### config.mk
export PLATFORM = sky130hd
export DESIGN_NAME = varint_length_packet_framer_core
export DESIGN_NICKNAME = d
export VERILOG_FILES = /design/src/rtl/core/vlpf_pkg.sv /design/src/rtl/core/vlpf_varint_enc.sv /design/src/rtl/core/varint_length_packet_framer_core.sv
export VERILOG_INCLUDE_DIRS = /design/src /design/src/rtl/core
export SDC_FILE = /design/constraint.sdc
export NUM_CORES = 1
export LEC_CHECK = 0
export BUFFER_PORTS_ARGS = -buffer_cell sky130_fd_sc_hd__clkbuf_2
export CAP_MARGIN = 10
export CORE_UTILIZATION = 39
export CTS_CLUSTER_DIAMETER = 60
export DETAILED_ROUTE_END_ITERATION = 8
export GPL_TIMING_DRIVEN = 0
export MAX_ROUTING_LAYER = met4
export RECOVER_POWER = 100
export SLEW_MARGIN = 0
export SYNTH_ARGS = -nofsm -noshare
export SYNTH_HDL_FRONTEND = slang
export SYNTH_HIERARCHICAL = 1
export SYNTH_SLANG_ARGS = --single-unit
### constraint.sdc
create_clock -name clk -period 12.4 [get_ports clk]
set_clock_uncertainty 0.1 [all_clocks]
set_input_delay 1.24 -clock clk [delete_from_list [all_inputs] [get_ports clk]]
set_output_delay 1.24 -clock clk [all_outputs]
set_load 0.05 [all_outputs]
### src/rtl/core/assert_macros.svh
// ----------------------------------------------------------------------------
// assert_macros.svh
// Concurrent assertion helpers, compiled out for synthesis.
// ----------------------------------------------------------------------------
`ifndef ASSERT_MACROS_SVH
`define ASSERT_MACROS_SVH

`ifndef SYNTHESIS

// property must hold at every clock edge outside reset
`define ASSERT_PROP(lbl, clk, rst_n, prop) \
	lbl: assert property (@(posedge clk) disable iff (!rst_n) (prop)) \
	else $error("%m: assertion failed");

// condition must never be seen at a clock edge outside reset
`define ASSERT_NEVER(lbl, clk, rst_n, cond) \
	lbl: assert property (@(posedge clk) disable iff (!rst_n) !(cond)) \
	else $error("%m: forbidden condition seen");

`else

`define ASSERT_PROP(lbl, clk, rst_n, prop)
`define ASSERT_NEVER(lbl, clk, rst_n, cond)

`endif

`endif

### src/rtl/core/vlpf_pkg.sv
// ----------------------------------------------------------------------------
// vlpf_pkg
// Types and constants shared by the varint length packet framer.
// ----------------------------------------------------------------------------
`default_nettype none

package vlpf_pkg;

	typedef enum logic {
		OP_START   = 1'b0,
		OP_PAYLOAD = 1'b1
	} op_t;

	localparam int unsigned HDR_LEN    = 4;
	localparam int unsigned TAIL_LEN   = 4;
	localparam int unsigned MAX_DIGITS = 3;
	localparam int unsigned DIGIT_BITS = 7;
	localparam int unsigned LEN_BIAS   = 4;
	// wide enough for the largest length plus bias
	localparam int unsigned VARINT_W   = MAX_DIGITS * DIGIT_BITS + 1;

	localparam logic [7:0] HDR_ZERO  = 8'h00;
	localparam logic [7:0] HDR_TAG   = 8'h03;
	localparam logic [7:0] FLAG_BYTE = 8'h00;
	localparam logic [7:0] CMD_HI    = 8'h00;
	localparam logic [7:0] CMD_LO    = 8'h91;
	localparam logic [7:0] ERR_BYTE  = 8'h00;

	// byte position within one item's output burst (at most 11 bytes)
	typedef logic [3:0] idx_t;

	typedef struct packed {
		logic [MAX_DIGITS-1:0][7:0] digit;
		logic [1:0]                 count;
	} varint_t;

endpackage

`default_nettype wire

### src/rtl/core/vlpf_varint_enc.sv
// ----------------------------------------------------------------------------
// vlpf_varint_enc
// Base-128 little-endian encoder for the frame length (payload + 4).
// ----------------------------------------------------------------------------
`default_nettype none

module vlpf_varint_enc #(
	parameter int unsigned LEN_BITS = 16
) (
	input  wire logic [LEN_BITS-1:0] plen,
	output vlpf_pkg::varint_t        enc
);

	logic [vlpf_pkg::VARINT_W-1:0]   len;
	logic [vlpf_pkg::MAX_DIGITS-1:0] more;

	assign len = vlpf_pkg::VARINT_W'(plen) + vlpf_pkg::VARINT_W'(vlpf_pkg::LEN_BIAS);

	always_comb begin
		for (int i = 0; i < vlpf_pkg::MAX_DIGITS; i++) begin
			// continuation set while higher digits remain
			more[i] = |(len >> (vlpf_pkg::DIGIT_BITS * (i + 1)));
			enc.digit[i] = {more[i], len[vlpf_pkg::DIGIT_BITS*i +: vlpf_pkg::DIGIT_BITS]};
		end
		priority if (more[1]) begin
			enc.count = 2'd3;
		end else if (more[0]) begin
			enc.count = 2'd2;
		end else begin
			enc.count = 2'd1;
		end
	end

endmodule

`default_nettype wire

### src/rtl/core/varint_length_packet_framer_core.sv
// ----------------------------------------------------------------------------
// varint_length_packet_framer_core
// Emits framed packets byte by byte from start and payload items.
// ----------------------------------------------------------------------------
// Usage:
//   Input channel (in_valid/in_ready): op = 0 starts a frame with action and
//   payload_len; op = 1 carries one payload byte in data_byte.
//   Output channel (out_valid/out_ready): one item per frame byte, with last
//   on the final byte and error on a payload byte that has no open frame.
//   A start item yields 9 to 11 bytes: 00 00 00 03, the varint of
//   payload_len + 4 (one to three digits), then 00 00 91 and the action.
//   Pipeline: an accepted item loads the work stage on the accepting edge, and
//   its first byte then enters the output register once that can take a byte.
//   Throughput: one output byte per cycle while out_ready allows, set by the
//   single byte sequencer in the work stage, so payload items flow at one per
//   cycle and a start item holds the input until its 9 to 11 bytes are loaded.
//   The next item is taken in the cycle the current one sends its last byte.
//   Stall: when out_ready is low the output register holds its byte, the
//   work stage holds its position and in_ready drops once it is occupied.
//   Reset (arst_n low) empties both stages and closes any open frame.
// ----------------------------------------------------------------------------
`default_nettype none
`include "assert_macros.svh"

module varint_length_packet_framer_core #(
	parameter int unsigned LEN_BITS = 16
) (
	input  wire logic        clk,
	input  wire logic        arst_n,
	input  wire logic        in_valid,
	output logic             in_ready,
	input  wire logic        op,
	input  wire logic [7:0]  action,
	input  wire logic [15:0] payload_len,
	input  wire logic [7:0]  data_byte,
	output logic             out_valid,
	input  wire logic        out_ready,
	output logic [7:0]       out_byte,
	output logic             last,
	output logic             error
);

	// ---- input side ----
	logic                    in_fire;
	logic [LEN_BITS-1:0]     plen_in;
	vlpf_pkg::varint_t       enc_in;
	vlpf_pkg::idx_t          last_idx_in;

	// ---- work stage: one item being expanded ----
	logic                    busy_s1;
	vlpf_pkg::op_t           op_s1;
	logic [7:0]              action_s1;
	logic [LEN_BITS-1:0]     plen_s1;
	logic [7:0]              data_s1;
	vlpf_pkg::varint_t       enc_s1;
	vlpf_pkg::idx_t          idx_s1;
	vlpf_pkg::idx_t          last_idx_s1;

	// ---- frame state ----
	logic [LEN_BITS-1:0]     bytes_left_q;
	logic                    frame_open_q;

	// ---- byte selection ----
	logic                    out_load;
	logic                    item_done;
	logic                    pay_err;
	vlpf_pkg::idx_t          digit_end;
	vlpf_pkg::idx_t          digit_off;
	vlpf_pkg::idx_t          tail_off;
	logic [7:0]              nxt_byte;
	logic                    nxt_last;
	logic                    nxt_err;

	// ---- output register ----
	logic                    out_valid_q;
	logic [7:0]              out_byte_q;
	logic                    last_q;
	logic                    error_q;

	// Only the low LEN_BITS of the length count.
	assign plen_in = LEN_BITS'(payload_len);

	vlpf_varint_enc #(
		.LEN_BITS (LEN_BITS)
	) u_enc (
		.plen (plen_in),
		.enc  (enc_in)
	);

	// A start item spans header, varint digits and tail; a payload item one byte.
	assign last_idx_in = (vlpf_pkg::op_t'(op) == vlpf_pkg::OP_START)
		? vlpf_pkg::idx_t'(vlpf_pkg::HDR_LEN + vlpf_pkg::TAIL_LEN - 1)
			+ vlpf_pkg::idx_t'(enc_in.count)
		: '0;

	// Advance the work stage whenever the output register can take a byte.
	assign out_load  = busy_s1 && (!out_valid_q || out_ready);
	assign item_done = out_load && (idx_s1 == last_idx_s1);
	assign in_ready  = !busy_s1 || item_done;
	assign in_fire   = in_valid && in_ready;

	always_ff @(posedge clk or negedge arst_n) begin
		if (!arst_n) begin
			busy_s1 <= 1'b0;
			idx_s1  <= '0;
		end else if (in_fire) begin
			busy_s1 <= 1'b1;
			idx_s1  <= '0;
		end else if (item_done) begin
			busy_s1 <= 1'b0;
		end else if (out_load) begin
			idx_s1 <= idx_s1 + vlpf_pkg::idx_t'(1);
		end
	end

	always_ff @(posedge clk) begin
		if (in_fire) begin
			op_s1       <= vlpf_pkg::op_t'(op);
			action_s1   <= action;
			plen_s1     <= plen_in;
			data_s1     <= data_byte;
			enc_s1      <= enc_in;
			last_idx_s1 <= last_idx_in;
		end
	end

	// Position of the current byte relative to the digits and to the tail.
	assign digit_end = vlpf_pkg::idx_t'(vlpf_pkg::HDR_LEN) + vlpf_pkg::idx_t'(enc_s1.count);
	assign digit_off = idx_s1 - vlpf_pkg::idx_t'(vlpf_pkg::HDR_LEN);
	assign tail_off  = idx_s1 - digit_end;

	// A payload byte needs an open frame with bytes still owed.
	assign pay_err = !frame_open_q || (bytes_left_q == '0);

	always_comb begin
		nxt_byte = vlpf_pkg::HDR_ZERO;
		nxt_last = 1'b0;
		nxt_err  = 1'b0;
		unique case (op_s1)
			vlpf_pkg::OP_START: begin
				if (idx_s1 < vlpf_pkg::idx_t'(vlpf_pkg::HDR_LEN)) begin
					nxt_byte = (idx_s1 == vlpf_pkg::idx_t'(vlpf_pkg::HDR_LEN - 1))
						? vlpf_pkg::HDR_TAG : vlpf_pkg::HDR_ZERO;
				end else if (idx_s1 < digit_end) begin
					unique case (digit_off[1:0])
						2'd0:    nxt_byte = enc_s1.digit[0];
						2'd1:    nxt_byte = enc_s1.digit[1];
						2'd2:    nxt_byte = enc_s1.digit[2];
						default: nxt_byte = vlpf_pkg::HDR_ZERO;
					endcase
				end else begin
					unique case (tail_off[1:0])
						2'd0: nxt_byte = vlpf_pkg::FLAG_BYTE;
						2'd1: nxt_byte = vlpf_pkg::CMD_HI;
						2'd2: nxt_byte = vlpf_pkg::CMD_LO;
						2'd3: begin
							// empty payload: the action byte closes the frame
							nxt_byte = action_s1;
							nxt_last = (plen_s1 == '0);
						end
					endcase
				end
			end
			vlpf_pkg::OP_PAYLOAD: begin
				if (pay_err) begin
					nxt_byte = vlpf_pkg::ERR_BYTE;
					nxt_err  = 1'b1;
				end else begin
					nxt_byte = data_s1;
					nxt_last = (bytes_left_q == LEN_BITS'(1));
				end
			end
		endcase
	end

	// Frame state moves at most once per item, when its final byte leaves.
	always_ff @(posedge clk or negedge arst_n) begin
		if (!arst_n) begin
			bytes_left_q <= '0;
			frame_open_q <= 1'b0;
		end else if (item_done) begin
			if (op_s1 == vlpf_pkg::OP_START) begin
				// a start drops any frame still open
				bytes_left_q <= plen_s1;
				frame_open_q <= (plen_s1 != '0);
			end else if (!pay_err) begin
				bytes_left_q <= bytes_left_q - LEN_BITS'(1);
				if (bytes_left_q == LEN_BITS'(1)) begin
					frame_open_q <= 1'b0;
				end
			end
		end
	end

	// Output register: load a byte or drain on ready.
	always_ff @(posedge clk or negedge arst_n) begin
		if (!arst_n) begin
			out_valid_q <= 1'b0;
		end else if (out_load) begin
			out_valid_q <= 1'b1;
		end else if (out_ready) begin
			out_valid_q <= 1'b0;
		end
	end

	always_ff @(posedge clk) begin
		if (out_load) begin
			out_byte_q <= nxt_byte;
			last_q     <= nxt_last;
			error_q    <= nxt_err;
		end
	end

	assign out_valid = out_valid_q;
	assign out_byte  = out_byte_q;
	assign last      = last_q;
	assign error     = error_q;

	// ---- checks ----
	`ASSERT_PROP(a_open_has_bytes, clk, arst_n, frame_open_q |-> (bytes_left_q != '0))
	`ASSERT_PROP(a_idx_in_range, clk, arst_n, busy_s1 |-> (idx_s1 <= last_idx_s1))
	`ASSERT_PROP(a_err_byte_clean, clk, arst_n,
		(out_valid_q && error_q) |-> ((out_byte_q == vlpf_pkg::ERR_BYTE) && !last_q))
	`ASSERT_PROP(a_start_opens, clk, arst_n,
		(item_done && (op_s1 == vlpf_pkg::OP_START) && (plen_s1 != '0)) |=> frame_open_q)

endmodule

`default_nettype wire
---- Word level (Yosys, flattened, before mapping) ----
Cells that the tools add are included.
word-level totals
  register bits after elaboration ......... 96
operators by class
  $add $sub $neg .......................... 7
  magnitude comparators ................... 2
  equality and inequality tests ........... 11
  multiplexer cells ....................... 27
  bitwise gates (word level) .............. 1
  reduce and logical (&&, ||, !) cells .... 23
operators by type and width
  kind                                                 number
  case mux 8 bit (3 select lines)                      2
  zero test 16 bit                                     2
  2-to-1 mux 16 bit                                    2
  2-to-1 mux 8 bit                                     3
  adder 16 x 3 -> 17 bit (second input constant)       1
  == test 16 x 1 -> 1 bit (second input constant)      1
  case mux 8 bit (2 select lines)                      1
  nonzero test 16 bit                                  1
  subtractor 16 x 1 -> 16 bit (second input constant)  1
  OR reduction 15 bit                                  1
  2-to-1 mux 1 bit                                     12
  2-to-1 mux 4 bit                                     3
  adder 3 x 2 -> 4 bit (first input constant)          2
  OR reduction 8 bit                                   1
  == test 2 bit (second input constant)                3
  2-to-1 mux 2 bit                                     3
  nonzero test 2 bit                                   3
  adder 4 x 1 -> 4 bit (second input constant)         1
  == test 2 x 1 -> 1 bit (second input constant)       2
  == test 4 x 2 -> 1 bit (second input constant)       1
  == test 4 bit                                        1
  zero test 2 bit                                      2
  < comparator 4 x 3 -> 1 bit (second input constant)  1
  < comparator 4 bit                                   1
  other kinds (12)                                     20

---- Longest topological paths before layout ----
Gate-level depths: netlist (run 1).
  depth in word-level cells ............... 8
  mapped depth ............................ 10

---- By module ----
Netlist (run 1), hierarchy kept.
modules (own cells, without submodules)
  module                            instances  cells each  area an instance (um^2)  sequential area each (um^2)
  varint_length_packet_framer_core  1          315         4231.6                   2767.7
  vlpf_varint_enc                   1          67          480.5                    0.0

---- Worst setup path before layout (run 1) ----
Ideal clock, no wire load.
  path kind ............................... input port to flip-flop
  start point ............................. input out_ready
  end point ............................... register action_s1[0], enable pin
  data arrival time ....................... 6.500 ns
  setup slack ............................. 5.214 ns
  stages .................................. 4
  path through ............................ nand2b_1 -> nand2_1 -> or2_2 -> a21boi_0
on the way
  cells in the longest elaborated chain, start to end .. 5
ends and longest elaborated chain
  element               RTL line                                 RTL
  start, declared       varint_length_packet_framer_core.sv:37   input wire logic out_ready,
  logical OR 1 bit      varint_length_packet_framer_core.sv:97   assign out_load = busy_s1 && (!out_valid_q || out_ready);
  logical AND 1 bit     varint_length_packet_framer_core.sv:97
  logical AND 1 bit     varint_length_packet_framer_core.sv:98   assign item_done = out_load && (idx_s1 == last_idx_s1);
  logical OR 1 bit      varint_length_packet_framer_core.sv:99   assign in_ready = !busy_s1 || item_done;
  logical AND 1 bit     varint_length_packet_framer_core.sv:100  assign in_fire = in_valid && in_ready;
  named net in_fire     varint_length_packet_framer_core.sv:44   logic in_fire;
  end signal, assigned  varint_length_packet_framer_core.sv:119  action_s1 <= action;
  end, declared         varint_length_packet_framer_core.sv:52   logic [7:0] action_s1;
The timed path passes the listed nets, and every way through them passes these cells.
A chain may end at the register's enable or synchronous reset.

---- Final worst setup path (run 1) ----
  start point ............................. input out_ready
  end point ............................... register enc_s1[22] in the netlist's numbering, enable pin
on the way
  cells in the longest elaborated chain, start to end .. 5
ends and longest elaborated chain
  element               RTL line                                 RTL
  logical OR 1 bit      varint_length_packet_framer_core.sv:97
  logical AND 1 bit     varint_length_packet_framer_core.sv:97
  logical AND 1 bit     varint_length_packet_framer_core.sv:98
  logical OR 1 bit      varint_length_packet_framer_core.sv:99
  logical AND 1 bit     varint_length_packet_framer_core.sv:100
  named net in_fire     varint_length_packet_framer_core.sv:44
  end signal, assigned  varint_length_packet_framer_core.sv:122  enc_s1 <= enc_in;
  end, declared         varint_length_packet_framer_core.sv:55   vlpf_pkg::varint_t enc_s1;
The timed path passes the listed nets, and every way through them passes these cells.

==> impl_metrics.ini, run 1 <==
[outcome]
outcome = finished, violations left
violations = design-rule violations, max-capacitance violations, max-slew violations

[clock_tree]
cts.repair.resized = 0
cts_buffer_depth = 2
cts_tree = yes
cts_hold_buf = 0
cts.clk_slew.worst_paths_ps = 70
clk_latency_ps = 350
cts.sinks = 96
cts_max_level = 3
cts_buffers = 9
cts_setup_buffers = 0
clockRootBuffer = clkbuf_16

[sta]
drv_slew = 18
tightest_slew_ps = 2419
hold_slack_ps = 422.9
fin_ws_ps = 6461
fin_setup_tns_ps = 0
slew-limit-headroom = -0.6272
finalHoldViolations = 0
period_needed_ps = 5939
setup_viol_count_final = 0
rsz0062_at_grt = false
max_freq_ghz = 0.1684
post-route-period-util = 0.4790

[drt]
num_vias = 3331
wl_per_cell_um = 18.03
ant_nets = 0
wirelength_mm = 10.73
drtIter0Drc = 230
drt_pass1_iterations = 7
viasPerCell = 5.598
drc_errors = 5

[synthesis]
synth-edff-count = 73
netlist_instances = 382
yosysSeqAreaShare = 0.5874
yosysWarnings = 6
syn_area_mm2 = 0.004712
yosys.area.top_type_share = 0.4652
yosys.cell_types.count = 71
synth_top_flop_cell = edfxtp_1
syn_avg_cell_area_um2 = 12.34
synth-seq-cells = 96
synthTopCellsByArea = edfxtp_1 (47%), dfrtp_1 (12%), ha_1 (2.7%), nand2_1 (2.4%), xnor2_1 (2.0%)
async_reset_ff_frac = 0.2396
synth_top_cell_by_area = edfxtp_1

[final_layout]
final_cell_mix = edfxtp_1 (73), clkbuf_1 (40), nand2_1 (30)
syn2layout_area_growth_pct = 13.54
fin_area_mm2 = 0.005350
antenna_cells = 0
finalNetCount = 495
drive_gt1_frac = 0.1350
final_core_util = 0.4607
layout_commonest_cell = edfxtp_1
final_cells = 595
nFillCells = 1099

[global_routing]
antenna_found_initial = 0
grt_pass1_wl_mm = 17.55
grt_usage = 0.1911
grt_max_degree = 30
grt_overflow_total = 0
grt_pass1_vias = 3324

[setup_path]
cp.required_ps = 12260
end_kind = register
cp-start-kind = primary input
critPathArrivalTime_ps = 5800
path_class = in2reg
worstPathMaxFanout = 29

[floorplan]
die_y_um = 111.9
core_area_mm2 = 0.01161
die-width_um = 111.9
pin_count = 49
rows = 39
dieArea_mm2 = 0.01253
start_util = 0.4057

[power]
intPower_mw = 0.6820
vdd_drop_max_mv = 0.06534
power.density_mw_per_mm2 = 201.8
p_seq_frac = 0.445
power.total_mw = 1.080
p_sw_frac = 0.3683
switching_power_mw = 0.3976
p_clk_frac = 0.242
combinationalPowerShare = 0.313
p_leak_nw = 1.943

[placed_design]
dpl.hpwl_mm = 7.853
placedCellCount = 579
placed_area_mm2 = 0.005205
numPortBuffers = 48
gp_congestion = 0.8567
dpl_worst_slack_ps = 8421

[run]
maxCapViolations = 1

[worst_hold_path]
min_path_type = reg2reg
==> cell type report <==
type,count,area (um2),area share
Tap cell,143,178.9,0.03344
Clock inverter,7,55.05,0.01029
Timing Repair Buffer,50,210.2,0.03929
Sequential cell,96,2768,0.5173
Multi-Input combinational cell,252,1729,0.3232
Inverter,17,63.81,0.01193
Clock buffer,9,225.2,0.04210
Buffer,21,120.1,0.02245
==> registers in the layout, indices dropped and copies added, names as in the netlist <==
register and cells:
action_s1 8, busy_s1 1, bytes_left_q 16, data_s1 8, enc_s1 26, error 1, frame_open_q 1, idx_s1 4
last 1, last_idx_s1 4, op_s1 1, out_byte 8, out_valid 1, plen_s1 16
==> power groups by stage <==
stage / clock network (mW) / registers, mW / logic, mW
3_3_place_gp: 0 / 0.489 / 0.337
4_1_cts: 0.271 / 0.479 / 0.351
5_1_grt: 0.281 / 0.490 / 0.373
6_report: 0.261 / 0.480 / 0.338
2_1_floorplan: 0 / 0.509 / 0.224
3_5_place_dp: 0 / 0.486 / 0.348
==> final timing paths <==
check | endpoint | slack, ps | start | cells past startpoint
max in group asynchronous | bytes_left_q[0] | 10290 | arst_n | 1
max reg2reg | enc_s1[22] | 6620 | idx_s1[1] | 6
min in group asynchronous | bytes_left_q[8] | 1090 | arst_n | 1
min | out_valid | 420 | out_valid | 2
max | enc_s1[22] | 6460 | out_ready | 7
min reg2reg | out_valid | 420 | out_valid | 2
==> metal layers <==
| layer | GRT usage | vias to the layer above | part of all wire |
|---|---|---|---|
| li1 | - | 1575 | - |
| met1 | 0.2574 | 1645 | 0.47 |
| met2 | 0.2849 | 95 | 0.45 |
| met3 | 0.03048 | 16 | 0.053 |
| met4 | 0.08468 | 0 | 0.022 |
| met5 | - | - | 0 |
==> cell usage after synthesis (2+ instances only) <==
library cell  count
edfxtp_1         73
nand2_1          30
nor2_1           25
dfrtp_1          23
a21oi_1          17
inv_1            17
nand3_1          12
xnor2_1          11
a22o_1           10
ha_1             10
o21ai_0          10
o22ai_1           9
a222oi_1          8
nor4_1            8
buf_4             7
clkbuf_1          7
nand4_1           7
nor3_1            7
xor2_1            7
o22a_1            5
o2bb2ai_1         5
buf_1             4
nand2b_1          4
nor2b_1           4
a2bb2oi_1         3
and3_1            3
o31ai_1           3
or2_2             3
a21o_1            2
buf_6             2
mux2_2            2
nand3b_1          2
nor4_4            2
o2111ai_1         2
o211ai_1          2
==> kinds of logic (layout without fill, tap and decap cells) <==
group                    Yosys count  count (layout)  synth area share
AO/OA/AOI/OAI                     89              89            0.1447
XOR/XNOR                          18              18           0.03346
adder cells (fa/ha/maj)           11              11           0.03080
buffers and inverters             38             104           0.03930
flip-flops                        96              96            0.5874
multiplexers                       3               3          0.006904
other                              1               5         0.0007958
AND/OR/NAND/NOR                  126             126            0.1567
==> critical path, stage by stage <==
cell and delay, ps:
clkbuf_2 70, nand2b_1 110, nand2_1 130, or2_2 350, a21boi_0 1820, clkbuf_1 1140
clkbuf_1 910
No activity file was read; power rests on OpenSTA's default activity.
==> inputs of run 2 (changes only) <==
- clock period: 12.4 -> 4.95 ns (I/O delays scaled with it)
==> impl_metrics.ini, run 2 (synthesized netlist as in run 1, its figures left out) <==
[outcome]
outcome = finished, violations left
violations = design-rule violations

[global_routing]
grt_max_degree = 24
grt_pass1_wl_mm = 17.23
antenna_found_initial = 0
grt_pass1_vias = 3252
grt_usage = 0.1858
grt_overflow_total = 0

[worst_hold_path]
min_to = data_s1[3]
whs_path_depth = 1
hold_start = data_byte[3]
min_path_type = in2reg

[setup_path]
ff2ff_path_depth = 6
cp-start-kind = register
critPathArrivalTime_ps = 3710
worstPathMaxFanout = 23
reg2reg_slack_ps = 1190
end_kind = register
reg2reg_to = action_s1[3]
cp.required_ps = 4910
path_class = reg2reg
r2r-start = idx_s1[1]

[drt]
num_vias = 3366
wirelength_mm = 10.60
viasPerCell = 5.657
ant_nets = 0
met2_length_mm = 4.826
drtIter0Drc = 277
drc_errors = 5
wl_met3_um = 612
wl_met1_mm = 5.011
wl_per_cell_um = 17.82
drt_pass1_iterations = 7
highest_layer = met4

[sta]
tightest_slew_ps = 1371
drv_slew = 0
max_freq_ghz = 0.2661
period_needed_ps = 3759
slew-limit-headroom = 0.08601
rsz0062_at_grt = false
post-route-period-util = 0.7593
setup_viol_count_final = 0
hold_slack_ps = 215.4
finalHoldViolations = 0

[placed_design]
dpl.hpwl_mm = 7.835
placed_area_mm2 = 0.005213
numPortBuffers = 48
gp_congestion = 0.8505

[final_layout]
drive_gt1_frac = 0.1416
regMostFlops = enc_s1
layout_commonest_cell = edfxtp_1
finalNetCount = 495
syn2layout_area_growth_pct = 14.50
final_cell_mix = edfxtp_1 (73), clkbuf_1 (39), nand2_1 (30)
multi_input_area_mm2 = 0.001740
largest_register_ffs = 26
final_core_util = 0.4646
reg_top3 = enc_s1 (26), bytes_left_q (16), plen_s1 (16)
nFillCells = 1093
antenna_cells = 0
regArea_mm2 = 0.002768
fin_area_mm2 = 0.005395

[clock_tree]
cts_tree = yes
clk_latency_ps = 350
cts.sinks = 96
cts_hold_buf = 0
cts.clk_slew.worst_paths_ps = 70
cts_buffer_depth = 2
cts.repair.resized = 0
clockRootBuffer = clkbuf_16
cts_setup_buffers = 0
cts_buffers = 9
cts_max_level = 3

[floorplan]
core_area_mm2 = 0.01161
die_y_um = 111.9
rows = 39
dieArea_mm2 = 0.01253
start_util = 0.4057
pin_count = 49
die-width_um = 111.9

[power]
power.density_mw_per_mm2 = 507.1
vdd_drop_max_mv = 0.2377
p_leak_nw = 1.966

[run]
maxCapViolations = 0
## run 2: changes by cell type in the layout (fill, tap and decap cells not counted), sizes merged
cell / before / now
clkinv: 2 / 3
inv: 19 / 20
buf: 11 / 12
clkinvlp: 3 / 1
clkbuf: 69 / 68
## run 2: per-layer routing
metal | GRT usage | vias up
met1 | 0.2513 | 1645
met5 | - | -
met4 | 0.06126 | 0
met2 | 0.2774 | 110
li1 | - | 1594
met3 | 0.03974 | 17
## run 2: layout make-up
cell class                      instances  area share
Sequential cell                        96      0.5130
Multi-Input combinational cell        252      0.3226
Timing Repair Buffer                   50     0.04337
Clock buffer                            9     0.04174
Tap cell                              143     0.03316
Buffer                                 21     0.02226
Clock inverter                          7     0.01206
Inverter                               17     0.01183
## run 2: critical path, stage by stage (launching register included)
cell and delay (ps):
dfrtp_1 490, xnor2_1 200, nand4_1 310, or2_2 440
a21boi_4 630, clkbuf_1 1030, buf_16 250
## run 2: where the power goes
group | total [mW] | internal (mW) | switching, mW
logic | 0.861 | 0.324 | 0.536
registers | 1.20 | 1.04 | 0.156
clock network | 0.676 | 0.352 | 0.324
total | 2.74 | 1.72 | 1.02
## run 2: worst max path at each step
stage	from	end	slack, ps	depth (start not counted)
3_5_place_dp	payload_len[2]	last_idx_s1[2]	1910	10
6_report	idx_s1[1]	action_s1[3]	1190	6
3_3_place_gp	idx_s1[1]	enc_s1[23]	-1280	4
2_1_floorplan	out_valid	action_s1[0]	100	4
4_1_cts	idx_s1[1]	in_ready	1840	6
5_1_grt	idx_s1[1]	enc_s1[24]	860	6
## run 2: per-stage QoR
stage                     setup WS [ps]  std cells  setup TNS, ps  total power, mW
after floorplan                   100.3        386              0            1.832
after global placement            -1282        577         -82840            2.063
after detailed placement           1910        579              0            2.089
after CTS                          1835        595              0            2.771
after global routing              856.6        595              0            2.883
final                              1192        595              0            2.736
==> inputs of run 3 (changes only) <==
- clock period: 4.95 -> 3.22 ns (I/O delays scaled with it)
==> impl_metrics.ini, run 3 (synthesized netlist as in run 1, its figures left out) <==
[clock_tree]
cts.sinks = 96
cts.clk_slew.worst_paths_ps = 70
cts_tree = yes
clockRootBuffer = clkbuf_16
clk_latency_ps = 340
cts.repair.resized = 0
cts_max_level = 3
cts_buffers = 9
cts_buffer_depth = 2
cts_hold_buf = 1
cts_setup_buffers = 0

[worst_hold_path]
min_path_type = in2reg
whs_path_depth = 1
hold_start = data_byte[6]
min_to = data_s1[6]

[global_routing]
grt_overflow_total = 0
antenna_found_initial = 0
grt_pass1_wl_mm = 17.32
grt_max_degree = 30
grt_pass1_vias = 3345
grt_usage = 0.1873

[sta]
post-route-period-util = 0.8992
slew-limit-headroom = 0.09672
tightest_slew_ps = 1355
setup_viol_count_final = 0
max_freq_ghz = 0.3454
drv_slew = 0
fin_ws_ps = 324.7
fin_setup_tns_ps = 0
period_needed_ps = 2895
finalHoldViolations = 0
rsz0062_at_grt = false

[final_layout]
reg_top3 = enc_s1 (26), bytes_left_q (16), plen_s1 (16)
multi_input_area_mm2 = 0.001710
largest_register_ffs = 26
final_cell_mix = edfxtp_1 (73), clkbuf_1 (42), nand2_1 (30)
regArea_mm2 = 0.002768
regMostFlops = enc_s1
final_core_util = 0.4635
finalNetCount = 496
nFillCells = 1075
antenna_cells = 0
syn2layout_area_growth_pct = 14.23
drive_gt1_frac = 0.1302
layout_commonest_cell = edfxtp_1

[power]
power.density_mw_per_mm2 = 776.8
p_leak_nw = 1.947
vdd_drop_max_mv = 0.3225
power.total_mw = 4.181

[drt]
wirelength_mm = 10.67
num_vias = 3334
drtIter0Drc = 297
drc_errors = 3
viasPerCell = 5.594
wl_per_cell_um = 17.91
ant_nets = 0
drt_pass1_iterations = 6

[setup_path]
ff2ff_path_depth = 6
cp-start-kind = register
reg2reg_slack_ps = 360
reg2reg_to = enc_s1[8]
end_kind = primary output
worstPathMaxFanout = 10
r2r-start = idx_s1[1]
path_class = reg2out
critPathArrivalTime_ps = 2470
cp.required_ps = 2800

[floorplan]
die_y_um = 111.9
rows = 39
dieArea_mm2 = 0.01253
die-width_um = 111.9
core_area_mm2 = 0.01161
start_util = 0.4057
pin_count = 49

[outcome]
outcome = finished, violations left
violations = design-rule violations

[placed_design]
dpl_worst_slack_ps = 331.1
gp_congestion = 0.8660
dpl.hpwl_mm = 7.830
numPortBuffers = 48

[run]
maxCapViolations = 0
run 3: changes by cell type in the layout (fill, tap and decap cells not counted), sizes merged:
| cell | change |
|---|---|
| dlygate4sd3 | +1 |
| clkbuf | +2 |
| clkinv | -1 |
| inv | -2 |
| bufinv | +1 |
run 3: worst max-delay path, stage by stage (launching register included):
cell	delay, ps
dfrtp_1	490
xnor2_1	200
nand4_1	300
or2_2	440
clkbuf_1	260
nand2_1	160
clkbuf_2	290
run 3: area by class of cell:
cell class,count,share of cell area
sequential,96,0.5142
multi-input combinational,252,0.3178
timing repair buffer,51,0.04812
clock buffer,11,0.04324
tap,143,0.03324
buffer,21,0.02092
inverter,17,0.01185
clock inverter,5,0.01069
run 3: worst max path at each step:
stage / from / to / slack, ps / depth (start not counted)
after CTS: idx_s1[1] / in_ready / 270 / 6
after global placement: idx_s1[1] / enc_s1[21] / -250 / 4
after global routing: payload_len[2] / last_idx_s1[2] / 110 / 10
final: idx_s1[1] / in_ready / 320 / 6
after floorplan: out_valid / action_s1[0] / 400 / 4
after detailed placement: idx_s1[1] / enc_s1[21] / 330 / 6
run 3: power breakdown:
part	switching (mW)	internal, mW	leakage (nW)
clock	0.447	0.603	0.140
combinational	0.812	0.478	0.864
sequential	0.237	1.60	0.943
run 3: metal layers:
metal | wire length, um | GRT usage | vias to the layer above | part of all wire
li1 | - | - | 1578 | -
met1 | 5074 | 0.2463 | 1648 | 0.48
met2 | 4876 | 0.2807 | 93 | 0.46
met3 | 526 | 0.04192 | 15 | 0.049
met4 | 195 | 0.07477 | 0 | 0.018
met5 | 0 | - | - | 0
run 3: through the flow:
| stage | area, um2 | std cells | hold WS [ps] |
|---|---|---|---|
| after floorplan | 4738 | 386 | -73.59 |
| after global placement | 5157 | 577 | 262.4 |
| after detailed placement | 5205 | 579 | 273.9 |
| after CTS | 5505 | 596 | 37.16 |
| after global routing | 5383 | 596 | 31.24 |
| final | 5383 | 596 | 50.99 |
